## config.mk

```make
export PLATFORM = sky130hd
export DESIGN_NAME = paged_translation_fifo_lru_top
export DESIGN_NICKNAME = d
export VERILOG_FILES = /design/src/hw/rtl/ptfl_pkg.sv /design/src/hw/rtl/ptfl_div.sv /design/src/hw/rtl/paged_translation_fifo_lru_top.sv
export SDC_FILE = /design/constraint.sdc
export NUM_CORES = 1
export LEC_CHECK = 0
export BUFFER_PORTS_ARGS = -buffer_cell sky130_fd_sc_hd__buf_2
export CAP_MARGIN = 25
export CORE_MARGIN = 5
export CORE_UTILIZATION = 60
export DETAILED_ROUTE_END_ITERATION = 16
export GPL_TIMING_DRIVEN = 0
export MAX_ROUTING_LAYER = met4
export PLACE_DENSITY = 0.82
export SYNTH_ARGS = -nofsm -noshare
export SYNTH_HDL_FRONTEND = slang
export SYNTH_SLANG_ARGS = --single-unit
```

## constraint.sdc

```tcl
create_clock -name clk -period 5.38 [get_ports clk]
set_input_delay 1.076 -clock clk [delete_from_list [all_inputs] [get_ports clk]]
set_output_delay 1.076 -clock clk [all_outputs]
set_load 0.01 [all_outputs]
```

## src/hw/rtl/ptfl_pkg.sv

```systemverilog
// Shared constants and types for the paged translation unit.
// Has no dependencies; every other RTL file imports it.
`default_nettype none
package ptfl_pkg;
  localparam int ResidentPages = 3;
  localparam int MaxPages      = 16;
  localparam int Frames        = 64;

  localparam logic [1:0] OP_MAP_INIT = 2'd0;
  localparam logic [1:0] OP_CREATE   = 2'd1;
  localparam logic [1:0] OP_ACCESS   = 2'd2;
  localparam logic [1:0] OP_KILL     = 2'd3;

  localparam logic [1:0] ST_OK        = 2'd0;
  localparam logic [1:0] ST_RANGE     = 2'd1;
  localparam logic [1:0] ST_TOO_LARGE = 2'd2;
  localparam logic [1:0] ST_NO_FRAME  = 2'd3;

  localparam logic [1:0] REG_PAGE_KB     = 2'd0;
  localparam logic [1:0] REG_CAPACITY_KB = 2'd1;
  localparam logic [1:0] REG_POLICY      = 2'd2;
  localparam logic [1:0] REG_INITIAL_MAP = 2'd3;

  localparam int DivW = 12;
  localparam int DsrW = 7;

  typedef logic [3:0] page_t;
  typedef logic [5:0] frame_t;

  typedef struct packed {
    logic start;
    logic busy;
  } div_ctl_t;
endpackage
`default_nettype wire

```

## src/hw/rtl/ptfl_div.sv

```systemverilog
// Restoring radix-2 divider, one quotient bit per cycle.
// Depends on ptfl_pkg for widths and the control struct.
`default_nettype none
module ptfl_div
  import ptfl_pkg::*;
(
  input  logic                clk,
  input  logic                rst_n,
  input  logic                start,
  input  logic [DivW-1:0]     dividend,
  input  logic [DsrW-1:0]     divisor,
  output div_ctl_t            ctl,
  output logic [DivW-1:0]     quotient,
  output logic [DsrW-1:0]     remainder
);
  logic [DivW-1:0] quo_r, quo_nxt;
  logic [DsrW-1:0] rem_r, rem_nxt;
  logic [DsrW-1:0] dsr_r;
  logic [3:0]      cnt_r, cnt_nxt;
  logic            busy_r, busy_nxt;
  logic [DsrW:0]   trial;
  logic [DsrW:0]   diff;

  always_comb begin
    trial    = {rem_r, quo_r[DivW-1]};
    diff     = trial - {1'b0, dsr_r};
    quo_nxt  = quo_r;
    rem_nxt  = rem_r;
    cnt_nxt  = cnt_r;
    busy_nxt = busy_r;
    if (start) begin
      quo_nxt  = dividend;
      rem_nxt  = '0;
      cnt_nxt  = 4'(DivW - 1);
      busy_nxt = 1'b1;
    end else if (busy_r) begin
      if (!diff[DsrW]) begin
        rem_nxt = diff[DsrW-1:0];
        quo_nxt = {quo_r[DivW-2:0], 1'b1};
      end else begin
        rem_nxt = trial[DsrW-1:0];
        quo_nxt = {quo_r[DivW-2:0], 1'b0};
      end
      if (cnt_r == 4'd0) begin
        busy_nxt = 1'b0;
      end
      cnt_nxt = cnt_r - 4'd1;
    end
  end

  always_ff @(posedge clk) begin
    if (!rst_n) begin
      busy_r <= 1'b0;
      cnt_r  <= '0;
    end else begin
      busy_r <= busy_nxt;
      cnt_r  <= cnt_nxt;
    end
    quo_r <= quo_nxt;
    rem_r <= rem_nxt;
    if (start) begin
      dsr_r <= divisor;
    end
  end

  assign ctl.start = start;
  assign ctl.busy  = busy_r;
  assign quotient  = quo_r;
  assign remainder = rem_r;
endmodule
`default_nettype wire

```

## src/hw/rtl/paged_translation_fifo_lru_top.sv

```systemverilog
// Top level of the demand-paging unit with FIFO or LRU replacement.
// Depends on ptfl_pkg and instantiates the divider ptfl_div.
`default_nettype none
// One item is taken at a time, and the input stalls until its result is in
// the output register. Map-init goes straight to the output step. Create and
// every access first pass through the divider; an access then reads the page
// table, and a hit or a fault with a victim goes on to the frame multiply. Kill
// walks the page table one entry per cycle. A fault with room in the resident
// list scans the frame map one frame per cycle up to the first free frame. The
// shared divider that splits addresses and sizes by the page size works through
// its 12-bit dividend one quotient bit at a time. A finished result waits in the
// output register while the next item is already accepted. A stall on the result
// channel holds the unit in its output step while the output register is full.
module paged_translation_fifo_lru_top
  import ptfl_pkg::*;
(
  input  logic        clk,
  input  logic        rst_n,
  input  logic        in_valid,
  output logic        in_stall,
  input  logic [1:0]  in_opcode,
  input  logic [19:0] in_logical_address,
  input  logic [20:0] in_process_bytes,
  output logic        out_valid,
  input  logic        out_stall,
  output logic [1:0]  out_status,
  output logic        out_page_fault,
  output logic [21:0] out_physical_address,
  output logic [15:0] out_page_offset,
  output logic [5:0]  out_frame_number,
  output logic        out_evicted_valid,
  output logic [3:0]  out_evicted_page,
  output logic [31:0] out_fault_count,
  output logic [31:0] out_access_count,
  output logic [4:0]  out_page_count,
  input  logic        cfg_valid,
  output logic        cfg_ready,
  input  logic [1:0]  cfg_index,
  input  logic [63:0] cfg_data
);
  localparam logic [2:0] S_IDLE = 3'd0;
  localparam logic [2:0] S_DIV  = 3'd1;
  localparam logic [2:0] S_EVAL = 3'd2;
  localparam logic [2:0] S_SCAN = 3'd3;
  localparam logic [2:0] S_MUL  = 3'd4;
  localparam logic [2:0] S_KILL = 3'd5;
  localparam logic [2:0] S_OUT  = 3'd6;

  logic [6:0]  page_kb_r;
  logic [10:0] capacity_kb_r;
  logic        policy_r;
  logic [63:0] initial_map_r;

  logic [2:0]  state_r;
  logic [1:0]  op_r;
  logic [19:0] addr_r;
  logic [20:0] size_r;
  logic [63:0] frame_map_r;
  frame_t      page_frame_r [MaxPages];
  logic [MaxPages-1:0] present_r;
  page_t       order_r [ResidentPages];
  page_t       order_nxt [ResidentPages];
  logic [1:0]  fill_r;
  logic [4:0]  pic_r;
  logic [31:0] faults_r;
  logic [31:0] accesses_r;
  logic [5:0]  fcnt_r;
  logic [3:0]  kcnt_r;
  page_t       p_r;
  frame_t      frame_r;
  logic [11:0] mul_r;

  logic [1:0]  res_status_r;
  logic        res_fault_r;
  logic        res_ok_r;
  logic        res_ev_valid_r;
  page_t       res_ev_page_r;
  logic [15:0] res_offs_r;

  logic        out_valid_r;
  logic [1:0]  o_status_r;
  logic        o_fault_r;
  logic [21:0] o_phys_r;
  logic [15:0] o_offs_r;
  frame_t      o_frame_r;
  logic        o_ev_valid_r;
  page_t       o_ev_page_r;
  logic [31:0] o_faults_r;
  logic [31:0] o_accesses_r;
  logic [4:0]  o_pages_r;

  logic [6:0]  k_eff;
  logic        div_start;
  logic [11:0] div_dividend;
  div_ctl_t    div_ctl;
  logic [11:0] div_q;
  logic [6:0]  div_r;
  logic [3:0]  rd_idx;
  frame_t      rd_frame;
  page_t       pg;
  logic        pg_ok;
  logic [12:0] pages;
  logic        accept;
  logic        touch_hit;
  logic [1:0]  touch_pos;

  assign k_eff = (page_kb_r == 7'd0) ? 7'd1 : ((page_kb_r > 7'd64) ? 7'd64 : page_kb_r);
  assign accept = in_valid && (state_r == S_IDLE);
  assign in_stall = (state_r != S_IDLE);
  assign cfg_ready = 1'b1;

  assign div_start = (state_r == S_DIV) && !div_ctl.busy && !res_ok_r;
  assign div_dividend = (op_r == OP_CREATE) ?
      ({1'b0, size_r[20:10]} + {11'd0, |size_r[9:0]}) : {2'b00, addr_r[19:10]};

  ptfl_div u_div (
    .clk       (clk),
    .rst_n     (rst_n),
    .start     (div_start),
    .dividend  (div_dividend),
    .divisor   (k_eff),
    .ctl       (div_ctl),
    .quotient  (div_q),
    .remainder (div_r)
  );

  assign pg    = div_q[3:0];
  assign pg_ok = (div_q < {7'd0, pic_r}) && (div_q < 12'(MaxPages));
  assign pages = {1'b0, div_q} + {12'd0, (div_r != 7'd0)};

  always_comb begin
    rd_idx = p_r;
    if (state_r == S_KILL) begin
      rd_idx = kcnt_r;
    end else if (state_r == S_EVAL) begin
      rd_idx = (present_r[pg] || fill_r < 2'(ResidentPages)) ? pg : order_r[0];
    end
  end
  assign rd_frame = page_frame_r[rd_idx];

  always_comb begin
    touch_hit = 1'b0;
    touch_pos = '0;
    for (int i = ResidentPages - 1; i >= 0; i--) begin
      if ((2'(i) < fill_r) && (order_r[i] == pg)) begin
        touch_hit = 1'b1;
        touch_pos = 2'(i);
      end
    end
    for (int j = 0; j < ResidentPages; j++) begin
      order_nxt[j] = order_r[j];
    end
    if (touch_hit) begin
      for (int j = 0; j < ResidentPages - 1; j++) begin
        if ((2'(j) >= touch_pos) && (2'(j + 1) < fill_r)) begin
          order_nxt[j] = order_r[j + 1];
        end
      end
      order_nxt[fill_r - 2'd1] = pg;
    end
  end

  always_ff @(posedge clk) begin
    if (!rst_n) begin
      page_kb_r     <= 7'd1;
      capacity_kb_r <= 11'd8;
      policy_r      <= 1'b0;
      initial_map_r <= '0;
    end else if (cfg_valid) begin
      unique case (cfg_index)
        REG_PAGE_KB:     page_kb_r     <= cfg_data[6:0];
        REG_CAPACITY_KB: capacity_kb_r <= cfg_data[10:0];
        REG_POLICY:      policy_r      <= cfg_data[0];
        REG_INITIAL_MAP: initial_map_r <= cfg_data;
        default:         policy_r      <= policy_r;
      endcase
    end
  end

  always_ff @(posedge clk) begin
    if (!rst_n) begin
      state_r     <= S_IDLE;
      frame_map_r <= '0;
      present_r   <= '0;
      fill_r      <= '0;
      pic_r       <= '0;
      faults_r    <= '0;
      accesses_r  <= '0;
      out_valid_r <= 1'b0;
      res_ok_r    <= 1'b0;
    end else begin
      if ((state_r == S_OUT) && (!out_valid_r || !out_stall)) begin
        out_valid_r <= 1'b1;
      end else if (out_valid_r && !out_stall) begin
        out_valid_r <= 1'b0;
      end
      unique case (state_r)
        S_IDLE: begin
          if (accept) begin
            op_r           <= in_opcode;
            addr_r         <= in_logical_address;
            size_r         <= in_process_bytes;
            res_status_r   <= ST_OK;
            res_fault_r    <= 1'b0;
            res_ok_r       <= 1'b0;
            res_ev_valid_r <= 1'b0;
            res_ev_page_r  <= '0;
            res_offs_r     <= '0;
            kcnt_r         <= '0;
            fcnt_r         <= '0;
            unique case (in_opcode)
              OP_MAP_INIT: begin
                frame_map_r <= initial_map_r;
                state_r     <= S_OUT;
              end
              OP_KILL: state_r <= S_KILL;
              default: state_r <= S_DIV;
            endcase
          end
        end
        S_DIV: begin
          if (res_ok_r && !div_ctl.busy) begin
            res_ok_r <= 1'b0;
            state_r  <= S_EVAL;
          end else begin
            res_ok_r <= 1'b1;
          end
        end
        S_EVAL: begin
          state_r <= S_OUT;
          if (op_r == OP_CREATE) begin
            if ({size_r} > {capacity_kb_r, 10'd0} || pages > 13'(MaxPages)) begin
              res_status_r <= ST_TOO_LARGE;
            end else begin
              pic_r      <= pages[4:0];
              present_r  <= '0;
              fill_r     <= '0;
              faults_r   <= '0;
              accesses_r <= '0;
            end
          end else begin
            res_offs_r <= {div_r[5:0], addr_r[9:0]};
            p_r        <= pg;
            if (!pg_ok) begin
              res_status_r <= ST_RANGE;
            end else if (present_r[pg]) begin
              if (policy_r) begin
                for (int j = 0; j < ResidentPages; j++) begin
                  order_r[j] <= order_nxt[j];
                end
              end
              frame_r <= rd_frame;
              state_r <= S_MUL;
            end else if (fill_r < 2'(ResidentPages)) begin
              state_r <= S_SCAN;
            end else begin
              page_frame_r[pg] <= rd_frame;
              present_r <= (present_r & ~(MaxPages'(1) << order_r[0]))
                           | (MaxPages'(1) << pg);
              for (int j = 0; j < ResidentPages - 1; j++) begin
                order_r[j] <= order_r[j + 1];
              end
              order_r[ResidentPages - 1] <= pg;
              res_fault_r    <= 1'b1;
              res_ev_valid_r <= 1'b1;
              res_ev_page_r  <= order_r[0];
              frame_r        <= rd_frame;
              state_r        <= S_MUL;
            end
          end
        end
        S_SCAN: begin
          fcnt_r <= fcnt_r + 6'd1;
          if (!frame_map_r[fcnt_r]) begin
            frame_map_r[fcnt_r] <= 1'b1;
            page_frame_r[p_r]   <= fcnt_r;
            present_r[p_r]      <= 1'b1;
            order_r[fill_r]     <= p_r;
            fill_r              <= fill_r + 2'd1;
            res_fault_r         <= 1'b1;
            frame_r             <= fcnt_r;
            state_r             <= S_MUL;
          end else if (fcnt_r == 6'(Frames - 1)) begin
            res_status_r <= ST_NO_FRAME;
            state_r      <= S_OUT;
          end
        end
        S_MUL: begin
          mul_r      <= 12'({6'd0, frame_r} * {5'd0, k_eff});
          res_ok_r   <= 1'b1;
          accesses_r <= accesses_r + 32'd1;
          if (res_fault_r) begin
            faults_r <= faults_r + 32'd1;
          end
          state_r <= S_OUT;
        end
        S_KILL: begin
          kcnt_r <= kcnt_r + 4'd1;
          if (present_r[kcnt_r]) begin
            frame_map_r[rd_frame] <= 1'b0;
          end
          if (kcnt_r == 4'(MaxPages - 1)) begin
            present_r <= '0;
            fill_r    <= '0;
            pic_r     <= '0;
            state_r   <= S_OUT;
          end
        end
        S_OUT: begin
          if (!out_valid_r || !out_stall) begin
            o_status_r   <= res_status_r;
            o_fault_r    <= res_fault_r && res_ok_r;
            o_phys_r     <= res_ok_r ? ({mul_r, 10'd0} + {6'd0, res_offs_r}) : '0;
            o_offs_r     <= res_offs_r;
            o_frame_r    <= res_ok_r ? frame_r : '0;
            o_ev_valid_r <= res_ev_valid_r;
            o_ev_page_r  <= res_ev_page_r;
            o_faults_r   <= faults_r;
            o_accesses_r <= accesses_r;
            o_pages_r    <= pic_r;
            res_ok_r     <= 1'b0;
            state_r      <= S_IDLE;
          end
        end
        default: state_r <= S_IDLE;
      endcase
    end
  end

  assign out_valid            = out_valid_r;
  assign out_status           = o_status_r;
  assign out_page_fault       = o_fault_r;
  assign out_physical_address = o_phys_r;
  assign out_page_offset      = o_offs_r;
  assign out_frame_number     = o_frame_r;
  assign out_evicted_valid    = o_ev_valid_r;
  assign out_evicted_page     = o_ev_page_r;
  assign out_fault_count      = o_faults_r;
  assign out_access_count     = o_accesses_r;
  assign out_page_count       = o_pages_r;

  a_fill_bound: assert property (@(posedge clk) disable iff (!rst_n)
    fill_r <= 2'(ResidentPages))
    else $error("Resident list holds more pages than allowed.");
  a_err_no_fault: assert property (@(posedge clk) disable iff (!rst_n)
    out_valid && out_status != ST_OK |-> !out_page_fault && !out_evicted_valid)
    else $error("An item with an error reports a fault or an eviction.");
  a_pages_bound: assert property (@(posedge clk) disable iff (!rst_n)
    pic_r <= 5'(MaxPages))
    else $error("Page count exceeds the page table.");
  a_out_from_seq: assert property (@(posedge clk) disable iff (!rst_n)
    $rose(out_valid) |-> $past(state_r) == S_OUT)
    else $error("A result appeared outside the output step.");
endmodule
`default_nettype wire
```

==> metrics.md <==
| Metric | Value |
|---|---|
| Most used DFF post-synth | `edfxtp_1` |
| Final Cycle Share | `95.62%` |
| Area delta synth->final | `14.25%` |
| Layout Utilization | `69.27%` |
| Global-route usage over all layers | `33.28%` |
| Type of the worst setup path | `flip-flop to flip-flop` |
| GRT Residual Overflow | `0` |
| Antenna violations before repair | `7` |
| WL final | `89490 um` |
| Setup crit start kind | `flip-flop` |
| Core area | `48850 um2` |
| Initial DRT Pass Iterations | `7` |
| Min-Delay Path Class | `flip-flop to flip-flop` |
| Final nets | `approximately 3300` |
| Setup bufs post-CTS | `0` |
| Hold Path Depth | `0` |
| Total power | `around 17 mW` |
| Number of enable flip-flop cells after synthesis | `347` |
| Post-DP HPWL | `64310 um` |
| CTS tree | `built` |
| Largest net degree at the start of global routing | `75` |
| Die X | `~230 um` |
| Slew margin rel. | `23.59%` |
| Leading area contributor after synthesis | `edfxtp_1` |
| Most frequent cell after synthesis | `nand2_1` |
| Effective utilization at floorplan | `60.63%` |
| Synth top area share | `35.18%` |
| Die area | `about 54000 um2` |
| Port-buffer cells | `235` |
| Final GP Congestion | `0.9817` |
| Maxcap violations | `0` |
| IO Count | `approximately 240` |
| Slew Viols, Final | `0` |
| Static Leak | `11.80 nW` |
| # rows | `81` |
| Sequential element share of the synthesized area | `between 50% and 60%` |
| CP endpoint kind | `flip-flop` |
| Worst-path maximum fanout | `10` |
| Status | `complete, no violations` |
| Req. time, crit path | `~5.6 ns` |
| Power per cell area | `489.0 nW/um2` |
| Clock Path Buffers | `3` |
| DP Worst Slack | `0.1345 ns` |
| Mapped cell area | `between 20000 and 30000 um2` |
| First-pass GRT wire length | `137300 um` |
| Yosys cell types | `between 80 and 90` |
| Clock Latency Late Sink | `0.63 ns` |
| RSZ-0062 raised after global routing | `false` |
| Warnings, synthesis | `0` |
| DR vias | `24628` |
| Worst Skew | `0.01762 ns` |
| Layout cell share with drive strength beyond 1 | `16.66%` |
| Reg2Reg Depth | `12` |
| Residual DRC | `0` |
| Period minus WS final | `5.145 ns` |
| CTS Root Cell | `clkbuf_16` |
| # fillers | `3679` |
| 1st-iter DRT viols | `3048` |
| Routed wire per std cell | `23.19 um` |
| Gate Count Post-Synth | `around 2800` |
| Post-DRT Antenna Nets | `0` |
| CTS sink count | `about 600` |
| Area contributors post-synth | `edfxtp_1 (35%), dfxtp_1 (17%), a21oi_1 (5.1%)` |
| Final setup margin | `0.2354 ns` |
| Drt via density | `roughly 6.4` |
| Fmax | `194.4 MHz` |
| Peak VDD IR | `0.5214 mV` |
| Die height | `232.2 um` |
| Post-synth top cells | `nand2_1 (367), edfxtp_1 (347), a21oi_1 (301), dfxtp_1 (251), nor2_1 (140)` |
| Synth async-reset ratio | `0%` |
| Avg Inst Size Synth | `10.47 um2` |
| CP Data Arrival Time | `approximately 5.4 ns` |
| H-tree depth | `2` |
| Worst-Margin Slew | `1.140 ns` |
| Clock transition at path regs | `approximately 0.06 ns` |
| Synthesized net count | `slightly above 3000` |
| FF+latch count, synth | `598` |
| Num CTS Buffers | `60` |
| Vias in the first global route | `24195` |
| Hold Fails Final Rpt | `0` |
| Final setup fails | `0` |
==> report_power, final <==
part	switching, mW	total [mW]	internal, mW
clock network	1.85	4.37	2.52
logic	4.16	6.06	1.90
registers	0.407	6.12	5.71
total	6.42	16.5	10.1
==> metrics by stage <==
stage	cells	hold WS (ns)	TNS [ns]	cell area [um2]
6_report	3859	0.4134	0	33840
3_5_place_dp	3738	0.4051	0	31760
2_1_floorplan	2830	0.4003	0	29620
4_1_cts	3851	0.4170	0	33810
3_3_place_gp	3729	0.4023	-156.82	31620
5_1_grt	3859	0.4261	0	33840
==> timing repair <==
| action | 4_1_cts | 5_1_grt |
|---|---|---|
| setup endpoints to repair | 0 | 12 |
| gates resized for setup | 0 | 1 |
| endpoints found under the hold margin | 0 | 0 |
| hold buffers | 0 | 0 |
==> metal layers <==
| metal | global-route usage [%] | routed length, um | vias up |
|---|---|---|---|
| met1 | 43.12 | 35270 | 11984 |
| li1 | - | - | 11018 |
| met3 | 5.136 | 7751 | 266 |
| met5 | - | 0 | - |
| met4 | 12.59 | 3521 | 0 |
| met2 | 53.58 | 42940 | 1360 |
==> registers in the layout, summed over array words and instances, names as in the netlist, 11 cells and up <==
register,count
out_physical_address,22
mul_r,12
page_frame_r,96
faults_r,32
size_r,21
u_div.quotient,12
out_fault_count,32
present_r,16
capacity_kb_r,11
initial_map_r,64
res_offs_r,16
frame_map_r,64
addr_r,20
accesses_r,32
out_access_count,32
out_page_offset,16
order_r,12
==> path summary, 6_finish.rpt <==
kind,from,end,slack [ns]
worst min register to register,res_ev_page_r[2],out_evicted_page[2],0.41
worst max register to register,fcnt_r[1],page_frame_r[4][2],0.24
worst min-delay path,res_ev_page_r[2],out_evicted_page[2],0.41
worst max-delay path,fcnt_r[1],page_frame_r[4][2],0.24
==> placed cells by master, fill, tap and decap left out, types with 21 or more instances in the layout <==
cell type  count
edfxtp_1     347
o211ai_1      70
clkbuf_1     134
nand3_1       55
a21oi_1      300
xnor2_1       70
clkbuf_16     61
and2_1        66
mux4_2        23
buf_1         23
fa_1          22
nand2_1      367
nor2b_1       27
dfxtp_1      251
a211oi_2      36
buf_2        269
ha_1          65
a211oi_1      42
and3_1        49
o21ai_0      126
a22oi_1       21
xor2_1        26
o22ai_1       27
nand2b_1      25
nor4_1        41
nor4_2        34
nor3_1        28
nor2_1       139
mux2i_1       30
inv_1         90
==> cells by family after synthesis <==
kind of cell	count (synthesis)	share of synthesized area (%)
XOR/XNOR	96	2.839
flip-flops	598	52.15
other	1	0.01266
AO/OA/AOI/OAI	757	16.56
adder cells (fa/ha/maj)	87	4.233
buffers and inverters	288	4.246
AND/OR/NAND/NOR	928	16.08
multiplexers	75	3.874
==> worst max-delay path, stage by stage, from the launching register on <==
cell and delay [ns]:
edfxtp_1 0.48, clkbuf_1 0.39, buf_2 0.38, mux2i_1 0.27
o22ai_1 0.11, o31ai_1 0.31, o221ai_1 0.21, a2111oi_2 0.53
and3_1 0.24, clkbuf_1 0.55, nand3_1 0.36, a21boi_0 0.25
o22ai_1 0.66
==> layout make-up <==
class	count	area, um2	share of cell area, %
inverters	94	352.8	1.043
clock inverters	39	446.7	1.320
plain buffers	194	904.6	2.673
well taps	664	830.8	2.455
multi-input cells	1944	12950	38.27
flip-flops and latches	598	15440	45.64
repair buffers	245	1287	3.805
diodes	7	17.52	0.05177
clock buffers	74	1605	4.744
Note: power is estimated with default switching activity, not from simulation.
